--- src/rtl/core/cpc_pkg.sv ---
// ----------------------------------------------------------------------------
// cpc_pkg
// Shared types and constants of the cartesian/polar CORDIC converter.
// ----------------------------------------------------------------------------
package cpc_pkg;

    typedef enum logic
    {
        CMD_TO_POLAR = 1'b0,
        CMD_TO_CART  = 1'b1
    } cmd_t;

    typedef struct packed
    {
        cmd_t cmd;
        logic zero;
    } ctrl_t;

    localparam int GUARD          = 8;
    localparam int ZW             = 34;
    localparam int GAIN_W         = 31;
    localparam int MAX_ITERATIONS = 24;

    localparam logic [GAIN_W-1:0] GAIN_Q31 = 31'd1304065748;

    localparam logic [0:MAX_ITERATIONS-1][31:0] ATAN_TAB = {
        32'h20000000, 32'h12E4051E, 32'h09FB385B, 32'h051111D4,
        32'h028B0D43, 32'h0145D7E1, 32'h00A2F61E, 32'h00517C55,
        32'h0028BE53, 32'h00145F2F, 32'h000A2F98, 32'h000517CC,
        32'h00028BE6, 32'h000145F3, 32'h0000A2FA, 32'h0000517D,
        32'h000028BE, 32'h0000145F, 32'h00000A30, 32'h00000518,
        32'h0000028C, 32'h00000146, 32'h000000A3, 32'h00000051
    };

endpackage

--- src/rtl/core/cpc_iter.sv ---
// ----------------------------------------------------------------------------
// cpc_iter
// One registered CORDIC micro-rotation for vectoring and rotation modes.
// ----------------------------------------------------------------------------
module cpc_iter #(
    parameter int          XYW   = 27,
    parameter int          SHIFT = 0,
    parameter logic [31:0] ATAN  = 32'h20000000
) (
    input  logic                          clk,
    input  logic                          en,
    input  cpc_pkg::ctrl_t                ctrl_in,
    input  logic signed [XYW-1:0]         x_in,
    input  logic signed [XYW-1:0]         y_in,
    input  logic signed [cpc_pkg::ZW-1:0] z_in,
    output cpc_pkg::ctrl_t                ctrl_out,
    output logic signed [XYW-1:0]         x_out,
    output logic signed [XYW-1:0]         y_out,
    output logic signed [cpc_pkg::ZW-1:0] z_out
);
    import cpc_pkg::*;

    localparam logic signed [ZW-1:0] ATAN_EXT = ZW'(ATAN);

    logic                  sub;
    logic signed [XYW-1:0] x_sh, y_sh;
    ctrl_t                 ctrl_reg;
    logic signed [XYW-1:0] x_reg, x_next, y_reg, y_next;
    logic signed [ZW-1:0]  z_reg, z_next;

    always_comb
    begin
        sub    = (ctrl_in.cmd == CMD_TO_CART) ? !z_in[ZW-1] : y_in[XYW-1];
        x_sh   = x_in >>> SHIFT;
        y_sh   = y_in >>> SHIFT;
        x_next = sub ? x_in - y_sh : x_in + y_sh;
        y_next = sub ? y_in + x_sh : y_in - x_sh;
        z_next = sub ? z_in - ATAN_EXT : z_in + ATAN_EXT;
    end

    always_ff @(posedge clk)
    begin
        if (en)
        begin
            ctrl_reg <= ctrl_in;
            x_reg    <= x_next;
            y_reg    <= y_next;
            z_reg    <= z_next;
        end
    end

    assign ctrl_out = ctrl_reg;
    assign x_out    = x_reg;
    assign y_out    = y_reg;
    assign z_out    = z_reg;

endmodule

--- config.mk ---
export PLATFORM = sky130hd
export DESIGN_NAME = cpc_iter
export DESIGN_NICKNAME = d
export VERILOG_FILES = /design/src/rtl/core/cpc_pkg.sv /design/src/rtl/core/cpc_iter.sv
export SDC_FILE = /design/constraint.sdc
export NUM_CORES = 1
export LEC_CHECK = 0
export BUFFER_PORTS_ARGS = -buffer_cell sky130_fd_sc_hd__buf_2
export CAP_MARGIN = 20
export CELL_PAD_IN_SITES_DETAIL_PLACEMENT = 0
export CELL_PAD_IN_SITES_GLOBAL_PLACEMENT = 2
export CORE_MARGIN = 1
export CORE_UTILIZATION = 35
export DETAILED_ROUTE_END_ITERATION = 10
export HOLD_SLACK_MARGIN = 0.15
export PLACE_DENSITY = 0.85
export SYNTH_ARGS = -nofsm -noshare
export SYNTH_HDL_FRONTEND = slang
export SYNTH_SLANG_ARGS = --single-unit
--- constraint.sdc ---
create_clock -name clk -period 6.7 [get_ports clk]
set_clock_uncertainty 0.2 [all_clocks]
set_input_delay 0.67 -clock clk [delete_from_list [all_inputs] [get_ports clk]]
set_output_delay 0.67 -clock clk [all_outputs]
set_load 0.01 [all_outputs]
Yosys cells after proc, flatten, opt, wreduce, memory -nomap -nowiden

Cells that the tools add are included.

Flip-flop bits (word level): 90
Input port bits: 92
Output and inout port bits: 90

$add $sub $neg: 5
Mux-type cells: 4
Reduce and logical (&&, ||, !) cells: 1

Operators by type and width:

| cell                                                 | count |
|---|---|
| two-way mux 27 bit                                   | 2 |
| subtractor 27 bit                                    | 2 |
| adder 34 x 31 -> 34 bit (second input constant)      | 1 |
| two-way mux 34 bit                                   | 1 |
| subtractor 34 x 31 -> 34 bit (second input constant) | 1 |
| adder 27 bit                                         | 1 |
| logical NOT 1 bit                                    | 1 |
| two-way mux 1 bit                                    | 1 |

Longest topological paths before layout

Word-level depth: 3
Mapped depth: 12
Depth with buffers taken out: 11

Worst setup path before layout

No wires, ideal clock.

Path type: input-to-reg
From: input x_in[0]
To: register y_reg[12] (netlist: y_out[12]) (data pin)
Setup time: 0.270 ns
Arrival time: 2.934 ns
Required time: 6.230 ns
Slack: 3.296 ns
Stages: 9
Path buffers: 0
Cell sequence: ha_1 -> fa_1 -> nor2b_4 -> o21a_1 -> o311a_1 -> or4_4 -> a211o_1 -> mux2i_1 -> xor2_1

Cells in the longest elaborated chain, start to end: 2
Elaborated cells on any way between the ends: 3
Classes of those cells: add/sub: 2; mux: 1

Ends and longest elaborated chain:

| item                                                     | line           | RTL |
|---|---|---|
| start, declared                                          | cpc_iter.sv:13 | `input logic signed [XYW-1:0] x_in,` |
| subtractor 27 bit / adder 27 bit (equally long branches) | cpc_iter.sv:37 | `y_next = sub ? y_in + x_sh : y_in - x_sh;` |
| two-way mux 27 bit *                                     | cpc_iter.sv:37 |  |
| named net y_next[12]                                     | cpc_iter.sv:28 | `logic signed [XYW-1:0] x_reg, x_next, y_reg, y_next;` |
| end signal, assigned                                     | cpc_iter.sv:47 | `y_reg <= y_next;` |
| end, declared                                            | cpc_iter.sv:28 |  |

Mark *: on every way through the listed nets, which the timed path passes. The rest lies on a longest branch.
A chain may end at the register's enable or synchronous reset.

Worst setup path in the final report

From: input x_in[0]
To: register x_reg[12] (netlist: x_out[12]) (data pin)

Cells in the longest elaborated chain, start to end: 2
Elaborated cells on any way between the ends: 3
Classes of those cells: add/sub: 2; mux: 1

Ends and longest elaborated chain:

| item                                                     | line           | RTL |
|---|---|---|
| adder 27 bit / subtractor 27 bit (equally long branches) | cpc_iter.sv:36 | `x_next = sub ? x_in - y_sh : x_in + y_sh;` |
| two-way mux 27 bit *                                     | cpc_iter.sv:36 |  |
| named net x_next[12]                                     | cpc_iter.sv:28 |  |
| end signal, assigned                                     | cpc_iter.sv:46 | `x_reg <= x_next;` |
| end, declared                                            | cpc_iter.sv:28 |  |

Marks and branches as above.

==> results.cfg <==
[drt]
met3_length_mm = 1.382
first_pass_iters = 5
via_per_inst = 5.207
ant_nets = 0
wl_per_cell_um = 17.30
wl_met1_mm = 10.03
vias = 6326
postRouteWirelength_mm = 21.02
route.detailed.drc = 0
drt_iter0_drc = 493
top_layer = met4
dr_wl_met2_mm = 9.491

[clock_network]
cts_resized = 0
root_buffer = clkbuf_16
clockBufferDepth = 2
numCtsBuffers = 9
ctsHoldBuffers = 0
cts_htree_levels = 3
clk_pin_slew_ps = 70
clock_sinks = 89
cts_tree = done
post_cts_buffers = 0

[logic_synthesis]
syn_inst = 781
async_flop_share = 0
synth_nets = 958
yosysWarningCount = 0
syn_area_mm2 = 0.007203
synth_cell_types = 64
ys.flop_type = edfxtp_1
yosys_register_bits = 89
synth.avg_cell_area_um2 = 9.223
synth-edff-count = 89
ys_seq_area_frac = 0.3710

[floorplan]
die-area_mm2 = 0.02116
die_w_um = 145.5
ioPinCount = 182
die_h_um = 145.5
rows = 52
start_util = 0.3560
core_mm2 = 0.02023

[timing]
fin_tns_setup_ps = 0
setup_viol = 0
clock.fmax_ghz = 0.2851
rsz0062_at_grt = false
worst_pin_slew_ps = 745.4
fin_crit_sh = 0.5234
min_period_ps = 3507
finalMaxSlewViolations = 0
relSlewSlack = 0.5023
finalHoldViolCount = 0

[layout]
diodes = 0
final_nets = 1117
area_delta_synth_final_pct = 19.91
layout_commonest_cell = buf_2
fin_area_mm2 = 0.008637
final_cell_mix = buf_2, a21oi_1, edfxtp_1
drive_gt1_frac = 0.2265

[placement]
portBuffers = 181
place.gp.congestion = 0.8613
placed_area_mm2 = 0.008313
dp_hpwl_mm = 16.70

[critical_path]
critical-path-max-stage-delay_ps = 520
crit_chain = buf_2, ha_1, fa_1, nor2b_4, o21a_1, o311a_1, or4_4, a211o_1, mux2i_1, xor2_1
cp_max_fo = 3
end_kind = register
crit_type = in2reg
crit_required_ps = 6580
startpoint_type = input pin
critPathArrivalTime_ps = 3390
slowest_stage = or4_4

[grt]
grt_usage = 0.1977
gr-total-overflow = 0
grt_pass1_wl_mm = 33.14
grt_pass1_vias = 5967
antenna_found_initial = 0
grt_start_max_net_pins = 90

[flow_run]
maxCapViolations = 0

[pwr]
power_density_mw_per_mm2 = 216.9
ir_worst_vdd_v = 0.0001023
power_leakage_uw = 0.003895

[outcome]
status = finished, final reports clean

[min_path]
hold_path_class = in2reg
==> through the flow <==
| stage | cells | power, uW | hold slack [ps] | util | worst slack, ps |
|---|---|---|---|---|---|
| after global placement | 1198 | 1388 | 646.2 | 0.4108 | 2776 |
| after floorplan | 781 | 1148 | 568.9 | - | 3296 |
| after detailed placement | 1198 | 1385 | 648.1 | 0.4108 | 2873 |
| final | 1215 | 1873 | 294.4 | 0.4268 | 3193 |
| after CTS | 1214 | 1891 | 277.0 | 0.4255 | 3240 |
| after global routing | 1215 | 1978 | 275.0 | 0.4268 | 3080 |
==> synthesized netlist by cell type (all sizes together) (8+ instances only) <==
| library cell | n | area [um2] |
|---|---|---|
| a21oi | 102 | 518.0 |
| edfxtp | 89 | 2673 |
| ha | 81 | 1013 |
| inv | 77 | 289.0 |
| nor2 | 58 | 217.7 |
| o21ai | 51 | 255.3 |
| nand2 | 44 | 165.2 |
| xnor2 | 42 | 367.9 |
| a21o | 24 | 180.2 |
| clkbuf | 19 | 71.32 |
| buf | 17 | 80.08 |
| a211oi | 16 | 120.1 |
| o21bai | 13 | 97.59 |
| nand3 | 11 | 55.05 |
| o21a | 11 | 82.58 |
| xor2 | 11 | 96.34 |
| nor3 | 10 | 50.05 |
| mux2i | 9 | 90.09 |
| a31oi | 8 | 56.30 |
==> area by class of cell <==
| class | count | area, um2 |
|---|---|---|
| clock buffer | 9 | 225.2 |
| timing repair buffer | 184 | 950.9 |
| clock inverter | 7 | 71.32 |
| multi-input combinational | 577 | 4083 |
| tap | 270 | 337.8 |
| fill | 2055 | 11600 |
| inverter | 79 | 296.5 |
| sequential | 89 | 2673 |
==> worst paths after layout <==
check | slack [ps] | startpoint | end | cells past startpoint
hold / removal | 290 | z_in[0] | z_out[0]$_DFFE_PP_ | 1
setup / recovery | 3190 | x_in[0] | x_out[12]$_DFFE_PP_ | 10
==> flip-flops by register name (all words and copies together), names as in the netlist <==
register	cells
y_out	27
x_out	26
z_out	34
ctrl_out	2
==> logic make-up (layout without fill, tap and decap cells) <==
logic type	Yosys count	count (layout)	share of synthesized area
AOI/OAI and AO/OA	270	270	0.2355
xor gates and xnor gates	53	53	0.06444
adders and majority gates	85	85	0.1518
buffers and inverters	115	279	0.06219
DFF	89	89	0.3710
muxes	9	9	0.01251
and+or+nand+nor	160	160	0.1025
==> critical path: cells and delay by family <==
family,cells,cell delay (ps)
mux,1,210
compound gates,3,950
xor+xnor,1,110
fa+ha+maj,2,650
buf+inv,1,120
simple gates,2,670
==> power by group <==
group / internal [uW] / leakage [uW] / switching [uW] / total, uW
clock: 262 / 0.000139 / 235 / 497
sequential: 718 / 0.000871 / 19.3 / 737
combinational: 247 / 0.00288 / 393 / 639
total: 1230 / 0.00389 / 647 / 1870
==> per-layer routing <==
| layer | track usage | up-vias |
|---|---|---|
| met4 | 0.03737 | 0 |
| met5 | 0 | - |
| met3 | 0.02884 | 7 |
| li1 | - | 3117 |
| met1 | 0.2872 | 2923 |
| met2 | 0.3127 | 279 |
Note: power is estimated with default switching activity, not from simulation.
