<file path="config.mk">
export PLATFORM = sky130hd
export DESIGN_NAME = cpc_gain
export DESIGN_NICKNAME = d
export VERILOG_FILES = /design/src/rtl/core/cpc_pkg.sv /design/src/rtl/core/cpc_gain.sv
export SDC_FILE = /design/constraint.sdc
export NUM_CORES = 1
export LEC_CHECK = 0
export BUFFER_PORTS_ARGS = -buffer_cell sky130_fd_sc_hd__buf_4
export CAP_MARGIN = 20
export CORE_ASPECT_RATIO = 1.1
export CORE_MARGIN = 1.5
export CORE_UTILIZATION = 56
export DETAILED_ROUTE_END_ITERATION = 16
export PLACE_DENSITY = 0.81
export RECOVER_POWER = 100
export SYNTH_ARGS = -nofsm -noshare
export SYNTH_HDL_FRONTEND = slang
export SYNTH_SLANG_ARGS = --single-unit
export TNS_END_PERCENT = 30
</file>
<file path="constraint.sdc">
create_clock -name clk -period 12.9 [get_ports clk]
set_input_delay 3.87 -clock clk [delete_from_list [all_inputs] [get_ports clk]]
set_output_delay 3.87 -clock clk [all_outputs]
set_load 0.01 [all_outputs]
</file>
<file path="src/rtl/core/cpc_pkg.sv">
// ----------------------------------------------------------------------------
// cpc_pkg
// Shared types and constants of the cartesian/polar CORDIC converter.
// ----------------------------------------------------------------------------
package cpc_pkg;

    typedef enum logic
    {
        CMD_TO_POLAR = 1'b0,
        CMD_TO_CART  = 1'b1
    } cmd_t;

    typedef struct packed
    {
        cmd_t cmd;
        logic zero;
    } ctrl_t;

    localparam int GUARD          = 8;
    localparam int ZW             = 34;
    localparam int GAIN_W         = 31;
    localparam int MAX_ITERATIONS = 24;

    localparam logic [GAIN_W-1:0] GAIN_Q31 = 31'd1304065748;

    localparam logic [0:MAX_ITERATIONS-1][31:0] ATAN_TAB = {
        32'h20000000, 32'h12E4051E, 32'h09FB385B, 32'h051111D4,
        32'h028B0D43, 32'h0145D7E1, 32'h00A2F61E, 32'h00517C55,
        32'h0028BE53, 32'h00145F2F, 32'h000A2F98, 32'h000517CC,
        32'h00028BE6, 32'h000145F3, 32'h0000A2FA, 32'h0000517D,
        32'h000028BE, 32'h0000145F, 32'h00000A30, 32'h00000518,
        32'h0000028C, 32'h00000146, 32'h000000A3, 32'h00000051
    };

endpackage

</file>
<file path="src/rtl/core/cpc_gain.sv">
// ----------------------------------------------------------------------------
// cpc_gain
// Two-stage CORDIC gain compensation, computed in sign-magnitude form, with bypass.
// ----------------------------------------------------------------------------
module cpc_gain #(
    parameter int W  = 27,
    parameter int PW = 8
) (
    input  logic                clk,
    input  logic [1:0]          en,
    input  logic                apply,
    input  logic signed [W-1:0] v_in,
    input  logic [PW-1:0]       side_in,
    output logic signed [W-1:0] v_out,
    output logic [PW-1:0]       side_out
);
    import cpc_pkg::*;

    localparam int HW = W - 16 + GAIN_W;
    localparam int LW = 16 + GAIN_W;

    logic          neg_reg, neg_next;
    logic          apply_reg;
    logic [W-1:0]  mag_reg, mag_next;
    logic [HW-1:0] hi_reg, hi_next;
    logic [GAIN_W-1:0] lo_reg, lo_next;
    logic [LW-1:0] lo_prod;
    logic [PW-1:0] side1_reg;

    logic signed [W-1:0] v_out_reg, v_out_next;
    logic [PW-1:0]       side_out_reg;
    logic [HW:0]         sum;
    logic [W-1:0]        sel;

    always_comb
    begin
        neg_next = v_in[W-1];
        mag_next = v_in[W-1] ? unsigned'(-v_in) : unsigned'(v_in);
        hi_next  = HW'(mag_next[W-1:16]) * HW'(GAIN_Q31);
        lo_prod  = LW'(mag_next[15:0]) * LW'(GAIN_Q31);
        lo_next  = lo_prod[LW-1:16];
    end

    always_ff @(posedge clk)
    begin
        if (en[0])
        begin
            neg_reg   <= neg_next;
            mag_reg   <= mag_next;
            hi_reg    <= hi_next;
            lo_reg    <= lo_next;
            apply_reg <= apply;
            side1_reg <= side_in;
        end
    end

    always_comb
    begin
        sum        = {1'b0, hi_reg} + (HW + 1)'(lo_reg);
        sel        = apply_reg ? sum[15 +: W] : mag_reg;
        v_out_next = neg_reg ? -signed'(sel) : signed'(sel);
    end

    always_ff @(posedge clk)
    begin
        if (en[1])
        begin
            v_out_reg    <= v_out_next;
            side_out_reg <= side1_reg;
        end
    end

    assign v_out    = v_out_reg;
    assign side_out = side_out_reg;

endmodule

</file>
; ---- Word-level counts from Yosys, hierarchy flattened
; Cells that the tools add are included.
[word_totals]
register_bits = 143
in_bits = 39
output_inout_bits = 35
elab_cells = 16
[op_classes]
n_addsub = 3
mul = 2
muxes = 3
[ops]
columns = operator, n
row1 = $mux 27, 3
row2 = $neg 27->27, 2
row3 = $mul 16x29->45 const B, 1
row4 = $add 42x31->42, 1
row5 = $mul 11x29->40 const B, 1

; ---- Depth between registers and ports, before layout
; Gate-level depths: netlist (run 1).
[depth]
word_depth = 4
depth_mapped = 32
ltp_nobuf = 31

; ---- Worst setup path after synthesis (run 1)
; OpenSTA, ideal clock, no wires.
[synth_path]
path_kind = in2reg
start = input v_in[8]
end = register hi_reg[26] (data pin)
t_arrival_ns = 10.796
required_time_ns = 12.622
path_slack_ns = 1.826
path_stages = 27
n_path_buf = 0
cell_sequence = or4_1 > nor2_1 > nand3_1 > or3_1 > or4_1 > o21ai_0 > xnor2_1 > ha_1 > inv_1 > fa_1 > inv_1 > fa_1 > inv_1 > fa_1 > fa_1 > inv_1 > ha_1 > and3_1 > a31oi_1 > o21ai_0 > o31a_1 > o21ai_0 > nand2b_1 > a21o_1 > a21o_1 > a31oi_1 > o311ai_0
[synth_via]
elab_chain_cells = 3
[synth_rtl]
columns = item, line_no
row1 = "start, declared", cpc_gain.sv:12  ; input logic signed [W-1:0] v_in,
row2 = $neg 27->27, cpc_gain.sv:38  ; mag_next = v_in[W-1] ? unsigned'(-v_in) : unsigned'(v_in);
row3 = $mux 27, cpc_gain.sv:38
row4 = net mag_next[23], cpc_gain.sv:24  ; logic [W-1:0] mag_reg, mag_next;
row5 = $mul 11x29->40, cpc_gain.sv:39  ; hi_next = HW'(mag_next[W-1:16]) * HW'(GAIN_Q31);
row6 = net hi_next[26], cpc_gain.sv:25  ; logic [HW-1:0] hi_reg, hi_next;
row7 = "end signal, assigned", cpc_gain.sv:50  ; hi_reg <= hi_next;
row8 = "end, declared", cpc_gain.sv:25
; The timed path passes the listed nets, and every way through them passes these cells.
; A chain may end at the register's enable or synchronous reset.

; ---- Final worst setup path (run 1)
[layout_path]
start = input v_in[26]
end = register lo_reg[29] (data pin)
[layout_via]
elab_chain_cells = 2
[layout_rtl]
columns = item, line_no
row1 = $mux 27, cpc_gain.sv:38
row2 = net mag_next[5], cpc_gain.sv:24
row3 = $mul 16x29->45, cpc_gain.sv:40  ; lo_prod = LW'(mag_next[15:0]) * LW'(GAIN_Q31);
row4 = net lo_prod[45], cpc_gain.sv:27  ; logic [LW-1:0] lo_prod;
row5 = "end signal, assigned", cpc_gain.sv:51  ; lo_reg <= lo_next;
row6 = "end, declared", cpc_gain.sv:26  ; logic [GAIN_W-1:0] lo_reg, lo_next;
; The timed path passes the listed nets, and every way through them passes these cells.

==> metrics.md, run 1 <==
| Metric | Value |
|---|---|
| Violation count after the first detailed-route iteration | 1,203 |
| Vias in the first global route | 15,192 |
| Worst clock skew | 0.0131 ns |
| Clock period minus final worst setup slack | 12.14 ns |
| Unrepaired setup endpoints after global routing | false |
| Most frequent standard cell in the layout excluding fill and tap cells | sky130_fd_sc_hd__inv_1 |
| Pin count of the biggest net entering global routing | 79 |
| Flip-flop and latch count after synthesis | 139 |
| Fmax achieved | 0.0824 GHz |
| Largest fanout on the critical path | 28 |
| Post-detailed-route DRC marker count | 0 |
| First-pass GRT wire length | 82,100 um |
| Placed Instance Area | 0.0214 sq mm |
| Layout cells sized above 1 | 0.0527 |
| Number of unique standard cell types used by synthesis | 70 |
| Count of synthesis-stage warnings from yosys | 0 |
| Top metal layer carrying routed signals | met4 |
| Hold depth | 0 |
| Via count | 14,502 |
| Tcrit/Tclk final | 0.941 |
| Area of the core | 0.0353 sq mm |
| Cell class contributing the biggest share of worst-path delay | adder cells |
| IO Pins | 74 |
| Capturing element type of the critical path | register |
| Hold_sp | side1_reg[1]$_DFFE_PP_ |
| Primary FF master, synth | sky130_fd_sc_hd__edfxtp_1 |
| Met3 layer wire length in the routed design | 3760 um |
| CTS tree | done |
| Final instance count without filler cells | 2,548 |
| Overall track demand over capacity in global routing | 0.293 |
| Std cell rows | 72 |
| Post-layout instance area | 0.0218 sq mm |
| Wire length the detailed router placed on met1 | 22,100 um |
| Antenna violations before repair | 1 |
| Number of max-cap violations | 3 |
| Synthesized instance count | 1,951 |
| DIE AREA | 0.0371 sq mm |
| Worst reg-to-reg path cell count | 12 |
| Synthesized Nets | 2,569 |
| # port buffers | 73 |
| # placed instances | 2,516 |
| Via-to-Cell Ratio | 5.69 |
| Type of the tightest min-delay check | register to register |
| Initial Util | 0.570 |
| Total number of nets in the final design | 2,672 |
| Clock buffers created by TritonCTS | 17 |
| Share of async-settable or async-resettable flops after synthesis | 0 |
| Commonest cells after routing, fill and taps aside | sky130_fd_sc_hd__inv_1 (471), sky130_fd_sc_hd__ha_1 (296), sky130_fd_sc_hd__fa_1 (283) |
| ANT cells | 0 |
| Delay contributed by the slowest stage of the critical path | 0.96 ns |
| Post-detailed-placement half-perimeter wirelength | 44,200 um |
| Insertion delay to the later sink of the worst-skew pair | 0.45 ns |
| Final WS setup | 0.762 ns |
| Mean instance size in the synthesized netlist | 10.3 sq um |
| Post-DR wirelength/cell | 20.2 um |
| Hold violation total from the final report | 0 |
| Total number of clock tree sinks | 139 |
| Final TNS setup | 0 ns |
| Status | finished with violations |
| Slew at the pin closest to its max-slew limit | 4.28 ns |
| Type of the worst setup path | input pin to register |
| Quantity of gates resized following cts | 0 |
| Violated checks | capacitance limit, slew limit |
| Detail Route Antenna Nets | 0 |
| Area growth from synthesis to final layout | 8.14% |
| Critical path data required time | 13.09 ns |
| Final setup violation count | 0 |
| Category of the worst setup path launch point | input pin |
| Worst-case hold path end point | side_out[1]$_DFFE_PP_ |
| Setup slack of the worst register-to-register path | 8.29 ns |
| Worst slew margin relative to its limit | -1.85 |
| Hold bufs inserted after CTS | 0 |
| Max Buffers Root-to-Sink | 2 |
| Number of post-CTS setup repair buffers | 0 |
| Die width | 184 um |
| EDFF count, synth | 139 |
| Cell occurring most often along the worst timing path | sky130_fd_sc_hd__fa_1 |
| H-tree level count | 4 |
| Signal arrival time at the worst endpoint | 12.33 ns |
| Vertical die dimension | 202 um |
| CP max-delay cell | sky130_fd_sc_hd__clkbuf_1 |
| FF-to-FF Start | hi_reg[9]$_DFFE_PP_ |
| Terminus of the critical flop-to-flop path | v_out[23]$_DFFE_PP_ |
| Root Buffer Master | sky130_fd_sc_hd__clkbuf_16 |
| Sequential area share after synthesis | 0.207 |
| Wire length after detailed routing | 51,600 um |
| Flip-flop count of the largest register after layout | 38 |
| Area of the mapped netlist | 0.0201 sq mm |
| CTS clock-pin slew for the worst setup and hold paths | 0.06 ns |
| Met2 Routed Length | 24,100 um |
| Buffers and inverters on the worst path | 6 |
| Routability congestion estimate from global placement | 1.00 |
| Number of detailed-route iterations in the first pass | 6 |
| Pins over their slew limit | 115 |
| Worst-case setup slack after placement | 0.637 ns |
| Aggregate global routing overflow | 0 |
through the flow:
stage                     hold WS, ns   util
after detailed placement        0.406  0.607
after global routing            0.428  0.617
after global placement          0.404  0.607
after floorplan                 0.400      -
after CTS                       0.424  0.623
final                           0.423  0.617
cell type report:
cell class | count | area [sq um]
multi-input combinational | 1326 | 14100
clock buffer | 18 | 429
fill | 2978 | 13500
timing repair buffer | 99 | 544
inverter | 471 | 1770
clock inverter | 14 | 135
sequential | 139 | 4170
tap | 481 | 602
worst reg2reg max path, cell delays in order (launching register included):
cell	delay (ns)
sky130_fd_sc_hd__edfxtp_1	0.40
sky130_fd_sc_hd__ha_1	0.38
sky130_fd_sc_hd__a21oi_1	0.30
sky130_fd_sc_hd__o21ai_0	0.32
sky130_fd_sc_hd__and2_0	0.26
sky130_fd_sc_hd__or4_1	0.50
sky130_fd_sc_hd__a31oi_1	0.51
sky130_fd_sc_hd__nand3_1	0.18
sky130_fd_sc_hd__a211oi_1	0.35
sky130_fd_sc_hd__nand3_1	0.31
sky130_fd_sc_hd__or3_1	0.47
sky130_fd_sc_hd__o21ai_0	0.26
sky130_fd_sc_hd__xor2_1	0.11
logic make-up (layout without fill, tap and decap cells):
group                    after synthesis  after routing  synth area share
adder cells (fa/ha/maj)              579            579             0.465
AND/OR/NAND/NOR                      313            313            0.0812
AO/OA/AOI/OAI                        292            292            0.0934
buffers and inverters                486            602            0.0906
multiplexers                          11             11           0.00559
XOR/XNOR                             131            131            0.0570
flip-flops                           139            139             0.207
routing by layer:
metal,up-vias,GRT usage
li1,6631,-
met1,7174,0.409
met2,592,0.473
met3,105,0.0431
met4,0,0.0913
met5,-,0
how the worst max path moves through the flow:
stage	start	depth (start not counted)	to
after global routing	v_in[26]	26	lo_reg[29]$_DFFE_PP_
after detailed placement	v_in[2]	29	hi_reg[26]$_DFFE_PP_
final	v_in[26]	26	lo_reg[29]$_DFFE_PP_
after global placement	v_in[2]	29	hi_reg[26]$_DFFE_PP_
after CTS	v_in[2]	30	hi_reg[26]$_DFFE_PP_
after floorplan	v_in[8]	27	hi_reg[26]$_DFFE_PP_
Yosys cell counts, types with 3 or more instances:
library cell | n | area, sq um
sky130_fd_sc_hd__inv_1 | 471 | 1770
sky130_fd_sc_hd__o31a_1 | 8 | 70.1
sky130_fd_sc_hd__a311oi_1 | 3 | 26.3
sky130_fd_sc_hd__and4_1 | 4 | 35.0
sky130_fd_sc_hd__clkbuf_1 | 13 | 48.8
sky130_fd_sc_hd__a21boi_0 | 3 | 22.5
sky130_fd_sc_hd__xor2_1 | 49 | 429
sky130_fd_sc_hd__xnor2_1 | 82 | 718
sky130_fd_sc_hd__a21o_1 | 31 | 233
sky130_fd_sc_hd__or4_1 | 6 | 45.0
sky130_fd_sc_hd__or2_2 | 21 | 131
sky130_fd_sc_hd__nor4_1 | 6 | 37.5
sky130_fd_sc_hd__mux2i_1 | 9 | 90.1
sky130_fd_sc_hd__a31oi_1 | 10 | 62.6
sky130_fd_sc_hd__o211ai_1 | 6 | 45.0
sky130_fd_sc_hd__o41ai_1 | 4 | 35.0
sky130_fd_sc_hd__nand4_1 | 15 | 93.8
sky130_fd_sc_hd__a211o_1 | 4 | 35.0
sky130_fd_sc_hd__and2_1 | 10 | 62.6
sky130_fd_sc_hd__nand3_1 | 27 | 135
sky130_fd_sc_hd__nor3b_1 | 3 | 22.5
sky130_fd_sc_hd__o31ai_1 | 11 | 82.6
sky130_fd_sc_hd__o21bai_1 | 12 | 90.1
sky130_fd_sc_hd__o21ai_1 | 7 | 35.0
sky130_fd_sc_hd__a211oi_1 | 7 | 52.6
sky130_fd_sc_hd__o21ai_0 | 51 | 255
sky130_fd_sc_hd__and3_1 | 14 | 87.6
sky130_fd_sc_hd__nor2b_1 | 5 | 31.3
sky130_fd_sc_hd__ha_1 | 296 | 3700
sky130_fd_sc_hd__a21oi_1 | 96 | 480
sky130_fd_sc_hd__fa_1 | 283 | 5670
sky130_fd_sc_hd__nand2_1 | 78 | 293
sky130_fd_sc_hd__nor3_1 | 26 | 130
sky130_fd_sc_hd__or3_1 | 12 | 75.1
sky130_fd_sc_hd__nand2b_1 | 12 | 75.1
sky130_fd_sc_hd__nor2_1 | 59 | 221
sky130_fd_sc_hd__o21a_1 | 15 | 113
sky130_fd_sc_hd__edfxtp_1 | 139 | 4170
Power of run 1 is left out: the tool's default activity adds up to more than one toggle a clock period on the data nets, which glitch-free logic cannot reach.
==> inputs of run 2 (changes only) <==
--- a/config.mk
+++ b/config.mk
@@ -7,12 +7,15 @@
 export LEC_CHECK = 0
 export BUFFER_PORTS_ARGS = -buffer_cell sky130_fd_sc_hd__buf_4
 export CAP_MARGIN = 20
+export CELL_PAD_IN_SITES_DETAIL_PLACEMENT = 1
+export CELL_PAD_IN_SITES_GLOBAL_PLACEMENT = 2
 export CORE_ASPECT_RATIO = 1.1
 export CORE_MARGIN = 1.5
-export CORE_UTILIZATION = 56
+export CORE_UTILIZATION = 43
 export DETAILED_ROUTE_END_ITERATION = 16
-export PLACE_DENSITY = 0.81
+export PLACE_DENSITY = 0.89
 export RECOVER_POWER = 100
+export SLEW_MARGIN = 20
 export SYNTH_ARGS = -nofsm -noshare
 export SYNTH_HDL_FRONTEND = slang
 export SYNTH_SLANG_ARGS = --single-unit
==> run 2 against run 1 <==
  * The flow still finishes with violations (capacitance limit, slew limit)
  * Maximum frequency decreased by 2.3%
  * Sequential cell count did not move
  * Clock-buffer cell count shrank 1
  * Non-clock buffer count increased by 5
  * Worst hold slack lost 0.0041 ns
  * Cell area increased by 0.63%
  * Global-route usage decreased by 4.2 points
  * Clock skew fell by 0.0018 ns
  * Utilization fell by 14 points
  * Via count shrank 1.1%
  * Wire length increased by 13%
  * Register-to-register slack got worse by 0.57 ns
  * Critical path type unchanged
  * Highest routed layer unchanged
==> metrics.md, run 2 (synthesized netlist as in run 1, its figures left out) <==
| Metric | Value |
|---|---|
| Status | finished with violations (unchanged) |
| Violated checks | capacitance limit, slew limit (unchanged) |
| Area of the core | 0.0464 sq mm (was 0.0353 sq mm) |
| Delay contributed by the slowest stage of the critical path | 1.17 ns (was 0.96 ns) |
| Antenna violations before repair | 1 (unchanged) |
| Cell class contributing the biggest share of worst-path delay | adder cells (unchanged) |
| # port buffers | 73 (unchanged) |
| Signal arrival time at the worst endpoint | 12.62 ns (was 12.33 ns) |
| Fmax achieved | 0.0805 GHz (was 0.0824 GHz) |
| Cell occurring most often along the worst timing path | sky130_fd_sc_hd__fa_1 (unchanged) |
| Setup slack of the worst register-to-register path | 7.72 ns (was 8.29 ns) |
| Vias in the first global route | 16,043 (was 15,192) |
| Hold bufs inserted after CTS | 0 (unchanged) |
| Violation count after the first detailed-route iteration | 782 (was 1,203) |
| CP max-delay cell | sky130_fd_sc_hd__clkbuf_1 (unchanged) |
| Capturing element type of the critical path | register (unchanged) |
| FF-to-FF Start | mag_reg[17]$_DFFE_PP_ (was hi_reg[9]$_DFFE_PP_) |
| Layout cells sized above 1 | 0.0512 (was 0.0527) |
| CTS tree | done (unchanged) |
| Post-DR wirelength/cell | 21.8 um (was 20.2 um) |
| Type of the tightest min-delay check | register to register (unchanged) |
| Overall track demand over capacity in global routing | 0.251 (was 0.293) |
| Die width | 209 um (was 184 um) |
| Levels on crit path | 25 (was 26) |
| Slew at the pin closest to its max-slew limit | 3.31 ns (was 4.28 ns) |
| Hold_sp | side1_reg[7]$_DFFE_PP_ (was side1_reg[1]$_DFFE_PP_) |
| Category of the worst setup path launch point | input pin (unchanged) |
| Pin count of the biggest net entering global routing | 59 (was 79) |
| Startpoint of the most critical setup path | v_in[26] (unchanged) |
| Aggregate global routing overflow | 0 (unchanged) |
| Via count | 14,344 (was 14,502) |
| Total number of nets in the final design | 2,677 (was 2,672) |
| CTS clock-pin slew for the worst setup and hold paths | 0.06 ns (about the same) |
| Via-to-Cell Ratio | 5.38 (was 5.69) |
| Number of filler cells placed in the layout | 5,197 (was 2,978) |
| Detail Route Antenna Nets | 0 (unchanged) |
| First-pass GRT wire length | 90,700 um (was 82,100 um) |
| Quantity of gates resized following cts | 0 (unchanged) |
| Std cell rows | 83 (was 72) |
| Post-detailed-placement half-perimeter wirelength | 50,700 um (was 44,200 um) |
| Terminus of the critical flop-to-flop path | v_out[24]$_DFFE_PP_ (was v_out[23]$_DFFE_PP_) |
| Capturing instance or port of the critical path | lo_reg[26]$_DFFE_PP_ (was lo_reg[29]$_DFFE_PP_) |
| Most frequent standard cell in the layout excluding fill and tap cells | sky130_fd_sc_hd__inv_1 (unchanged) |
| Root Buffer Master | sky130_fd_sc_hd__clkbuf_16 (unchanged) |
| Commonest cells after routing, fill and taps aside | sky130_fd_sc_hd__inv_1 (471), sky130_fd_sc_hd__ha_1 (296), sky130_fd_sc_hd__fa_1 (283) (unchanged) |
| Insertion delay to the later sink of the worst-skew pair | 0.44 ns (was 0.45 ns) |
| DIE AREA | 0.0482 sq mm (was 0.0371 sq mm) |
| Clock period minus final worst setup slack | 12.43 ns (was 12.14 ns) |
| # placed instances | 2,635 (was 2,516) |
| Final TNS setup | 0 ns (unchanged) |
| IO Pins | 74 (unchanged) |
| Type of the worst setup path | input pin to register (unchanged) |
| Buffers and inverters on the worst path | 7 (was 6) |
| Initial Util | 0.434 (was 0.570) |
| Vertical die dimension | 230 um (was 202 um) |
| H-tree level count | 4 (unchanged) |
| Worst slew margin relative to its limit | -1.21 (was -1.85) |
| Number of post-CTS setup repair buffers | 0 (unchanged) |
| Routability congestion estimate from global placement | 0.963 (was 1.00) |
| Final instance count without filler cells | 2,665 (was 2,548) |
| Total number of clock tree sinks | 139 (unchanged) |
| Unrepaired setup endpoints after global routing | false (unchanged) |
| Flip-flop count of the largest register after layout | 38 (unchanged) |
| Hold violation total from the final report | 0 (unchanged) |
| Clock buffers created by TritonCTS | 17 (unchanged) |
| Worst clock skew | 0.0113 ns (was 0.0131 ns) |
| Post-detailed-route DRC marker count | 0 (unchanged) |
| Number of detailed-route iterations in the first pass | 5 (was 6) |
| Critical path data required time | 13.09 ns (about the same) |
| Hold depth | 0 (unchanged) |
| Tcrit/Tclk final | 0.963 (was 0.941) |
| Area growth from synthesis to final layout | 8.83% (was 8.14%) |
| Pins over their slew limit | 172 (was 115) |
| ANT cells | 0 (unchanged) |
| Max Buffers Root-to-Sink | 2 (unchanged) |
| Worst reg-to-reg path cell count | 12 (unchanged) |
| Wire length after detailed routing | 58,100 um (was 51,600 um) |
| Number of max-cap violations | 4 (was 3) |
| Largest fanout on the critical path | 28 (unchanged) |
| Post-Route Utilization | 0.472 (was 0.617) |
| Final setup violation count | 0 (unchanged) |
## run 2: cell types whose count changed in the layout (fill, tap and decap cells not counted), sizes merged
| cell | before | now |
|---|---|---|
| clkinv | 6 | 8 |
| clkbuf | 80 | 84 |
| bufinv | 1 | 2 |
| inv | 476 | 472 |
## run 2: final cells by class
cell class / count / area [sq um] / area share
clock buffers: 17 / 425 / 0.0194
well taps: 595 / 744 / 0.0340
repair buffers: 104 / 563 / 0.0257
clock inverters: 13 / 129 / 0.00588
flip-flops and latches: 139 / 4170 / 0.190
inverters: 471 / 1770 / 0.0807
multi-input cells: 1326 / 14100 / 0.644
## run 2: per-stage QoR
| stage | area (sq um) | worst slack (ns) | hold slack, ns |
|---|---|---|---|
| 2_1_floorplan | 20100 | 1.83 | 0.400 |
| 3_3_place_gp | 21600 | 0.680 | 0.401 |
| 3_5_place_dp | 21600 | 0.424 | 0.420 |
| 4_1_cts | 22200 | 0.903 | 0.421 |
| 5_1_grt | 21900 | 0.185 | 0.437 |
| 6_report | 21900 | 0.472 | 0.419 |
## run 2: layer usage
| layer | vias up | GRT usage | wire [um] |
|---|---|---|---|
| met5 | - | 0 | 0 |
| met4 | 0 | 0.0682 | 1470 |
| met3 | 68 | 0.0438 | 2860 |
| met2 | 264 | 0.424 | 28000 |
| met1 | 7369 | 0.331 | 25700 |
| li1 | 6643 | - | - |
## run 2: how the worst min path moves through the flow
| stage | to | slack, ns |
|---|---|---|
| 5_1_grt | side_out[7]$_DFFE_PP_ | 0.44 |
| 2_1_floorplan | side_out[0]$_DFFE_PP_ | 0.40 |
| 6_report | side_out[7]$_DFFE_PP_ | 0.42 |
| 3_5_place_dp | side_out[7]$_DFFE_PP_ | 0.42 |
| 4_1_cts | side_out[7]$_DFFE_PP_ | 0.42 |
| 3_3_place_gp | side_out[2]$_DFFE_PP_ | 0.40 |
Power of run 2 is left out for the same reason.
==> inputs of run 3 (changes only) <==
--- a/config.mk
+++ b/config.mk
@@ -11,9 +11,10 @@
 export CELL_PAD_IN_SITES_GLOBAL_PLACEMENT = 2
 export CORE_ASPECT_RATIO = 1.1
 export CORE_MARGIN = 1.5
-export CORE_UTILIZATION = 43
+export CORE_UTILIZATION = 44
+export CTS_BUF_LIST = sky130_fd_sc_hd__clkbuf_2
 export DETAILED_ROUTE_END_ITERATION = 16
-export PLACE_DENSITY = 0.89
+export PLACE_DENSITY = 0.9
 export RECOVER_POWER = 100
 export SLEW_MARGIN = 20
 export SYNTH_ARGS = -nofsm -noshare
==> run 3 against run 2 <==
  * The flow still finishes with violations (capacitance limit, slew limit)
  * Non-clock buffer count is 6 lower
  * First-iteration DRC count decreased by 14%
  * Wire length shrank 0.29%
  * Cell area shrank 1.6%
  * Global-route usage rose by 0.39 points
  * Critical endpoint is now lo_reg[29]$_DFFE_PP_
==> metrics.md, run 3 (synthesized netlist as in run 1, its figures left out) <==
| Metric | Value |
|---|---|
| Status | finished with violations (unchanged) |
| Violated checks | capacitance limit, slew limit (unchanged) |
| Total number of clock tree sinks | 139 (unchanged) |
| Category of the worst setup path launch point | input pin (unchanged) |
| Worst reg-to-reg path cell count | 12 (unchanged) |
| Post-detailed-route DRC marker count | 0 (unchanged) |
| Area of the core | 0.0453 sq mm (was 0.0464 sq mm) |
| Critical path data required time | 13.47 ns (was 13.09 ns) |
| Detail Route Antenna Nets | 0 (unchanged) |
| CTS clock-pin slew for the worst setup and hold paths | 0.21 ns (was 0.06 ns) |
| Slew at the pin closest to its max-slew limit | 4.56 ns (was 3.31 ns) |
| H-tree level count | 4 (unchanged) |
| Initial Util | 0.444 (was 0.434) |
| Type of the tightest min-delay check | register to register (unchanged) |
| Via count | 14,364 (was 14,344) |
| Max Buffers Root-to-Sink | 2 (unchanged) |
| IO Pins | 74 (unchanged) |
| Tcrit/Tclk final | 0.922 (was 0.963) |
| Number of post-CTS setup repair buffers | 0 (unchanged) |
| Post-detailed-placement half-perimeter wirelength | 50,700 um (about the same) |
| Number of max-cap violations | 3 (was 4) |
| Largest fanout on the critical path | 28 (unchanged) |
| Via-to-Cell Ratio | 5.41 (was 5.38) |
| Insertion delay to the later sink of the worst-skew pair | 0.81 ns (was 0.44 ns) |
| Violation count after the first detailed-route iteration | 673 (was 782) |
| Pins over their slew limit | 146 (was 172) |
| Flip-flop count of the largest register after layout | 38 (unchanged) |
| Die width | 207 um (was 209 um) |
| Final TNS setup | 0 ns (unchanged) |
| Hold bufs inserted after CTS | 0 (unchanged) |
| CTS tree | done (unchanged) |
| Number of detailed-route iterations in the first pass | 7 (was 5) |
| Hold_sp | side1_reg[4]$_DFFE_PP_ (was side1_reg[7]$_DFFE_PP_) |
| Clock period minus final worst setup slack | 11.89 ns (was 12.43 ns) |
| # port buffers | 73 (unchanged) |
| Hold depth | 0 (unchanged) |
| FF-to-FF Start | mag_reg[17]$_DFFE_PP_ (unchanged) |
| First-pass GRT wire length | 91,400 um (was 90,700 um) |
| Worst clock skew | 0.0503 ns (was 0.0113 ns) |
| Vertical die dimension | 227 um (was 230 um) |
| Levels on crit path | 26 (was 25) |
| Wire length after detailed routing | 57,900 um (was 58,100 um) |
| Commonest cells after routing, fill and taps aside | sky130_fd_sc_hd__inv_1 (471), sky130_fd_sc_hd__ha_1 (296), sky130_fd_sc_hd__fa_1 (283) (unchanged) |
| Hold violation total from the final report | 0 (unchanged) |
| CP max-delay cell | sky130_fd_sc_hd__clkbuf_1 (unchanged) |
| Clock buffers created by TritonCTS | 17 (unchanged) |
| Most frequent standard cell in the layout excluding fill and tap cells | sky130_fd_sc_hd__inv_1 (unchanged) |
| Layout cells sized above 1 | 0.0499 (was 0.0512) |
| Signal arrival time at the worst endpoint | 12.46 ns (was 12.62 ns) |
| Vias in the first global route | 16,017 (was 16,043) |
| Unrepaired setup endpoints after global routing | false (unchanged) |
| Setup slack of the worst register-to-register path | 7.69 ns (was 7.72 ns) |
| Worst slew margin relative to its limit | -2.04 (was -1.21) |
| Cell class contributing the biggest share of worst-path delay | adder cells (unchanged) |
| Area growth from synthesis to final layout | 7.04% (was 8.83%) |
| DIE AREA | 0.0471 sq mm (was 0.0482 sq mm) |
| Overall track demand over capacity in global routing | 0.255 (was 0.251) |
| Final setup violation count | 0 (unchanged) |
| Type of the worst setup path | input pin to register (unchanged) |
| Antenna violations before repair | 1 (unchanged) |
| Total number of nets in the final design | 2,671 (was 2,677) |
| Delay contributed by the slowest stage of the critical path | 1.12 ns (was 1.17 ns) |
| Terminus of the critical flop-to-flop path | v_out[24]$_DFFE_PP_ (unchanged) |
| Pin count of the biggest net entering global routing | 81 (was 59) |
| Aggregate global routing overflow | 0 (unchanged) |
| Std cell rows | 82 (was 83) |
| Capturing element type of the critical path | register (unchanged) |
| Worst-case hold path end point | side_out[4]$_DFFE_PP_ (was side_out[7]$_DFFE_PP_) |
| Quantity of gates resized following cts | 0 (unchanged) |
| Fmax achieved | 0.0841 GHz (was 0.0805 GHz) |
| Post-DR wirelength/cell | 21.8 um (about the same) |
| Root Buffer Master | sky130_fd_sc_hd__clkbuf_2 (was sky130_fd_sc_hd__clkbuf_16) |
| Cell occurring most often along the worst timing path | sky130_fd_sc_hd__fa_1 (unchanged) |
| Routability congestion estimate from global placement | 0.954 (was 0.963) |
| Buffers and inverters on the worst path | 6 (was 7) |
## run 3: cell count changes in the layout (fill, tap and decap cells not counted), moves of 2 or more
cell | previous run | this run
sky130_fd_sc_hd__inv_6 | 1 | 4
sky130_fd_sc_hd__clkinv_2 | 4 | 1
sky130_fd_sc_hd__buf_4 | 37 | 33
sky130_fd_sc_hd__clkbuf_4 | 9 | 7
sky130_fd_sc_hd__clkbuf_2 | 0 | 18
sky130_fd_sc_hd__clkinvlp_4 | 2 | 4
sky130_fd_sc_hd__clkbuf_16 | 17 | 0
## run 3: how the worst max path moves through the flow
stage | startpoint | end | slack (ns)
5_1_grt | v_in[26] | lo_reg[26]$_DFFE_PP_ | 0.53
4_1_cts | v_in[2] | hi_reg[40]$_DFFE_PP_ | 1.50
6_report | v_in[26] | lo_reg[29]$_DFFE_PP_ | 1.01
2_1_floorplan | v_in[8] | hi_reg[26]$_DFFE_PP_ | 1.83
3_5_place_dp | v_in[2] | hi_reg[40]$_DFFE_PP_ | 0.59
3_3_place_gp | v_in[2] | hi_reg[41]$_DFFE_PP_ | 0.73
## run 3: through the flow
stage / setup WS [ns] / hold WS, ns / cell area, sq um / std cells / utilization
final: 1.01 / 0.453 / 21600 / 2654 / 0.475
after global routing: 0.527 / 0.466 / 21600 / 2654 / 0.475
after floorplan: 1.83 / 0.400 / 20100 / 1951 / -
after global placement: 0.733 / 0.404 / 21600 / 2622 / 0.475
after CTS: 1.50 / 0.454 / 21800 / 2653 / 0.481
after detailed placement: 0.587 / 0.409 / 21600 / 2622 / 0.475
## run 3: worst reg2reg max path, delay by kind of cell (launching register included)
kind | cells | cell delay, ns
compound gates | 6 | 2.31
simple gates | 3 | 1.35
flops | 1 | 0.60
xor+xnor | 2 | 0.41
fa+ha+maj | 1 | 0.38
## run 3: cell type report
class	instances	area, sq um
Antenna cell	1	2.50
Clock buffer	18	90.1
Clock inverter	13	143
Fill cell	5119	23800
Inverter	471	1770
Multi-Input combinational cell	1326	14100
Sequential cell	139	4170
Tap cell	588	736
Timing Repair Buffer	98	518
## run 3: layer usage
layer	part of all wire	global-route usage
met2	0.49	0.444
met1	0.46	0.339
met5	0	0
met4	0.022	0.0655
met3	0.032	0.0292
Power of run 3 is left out for the same reason.
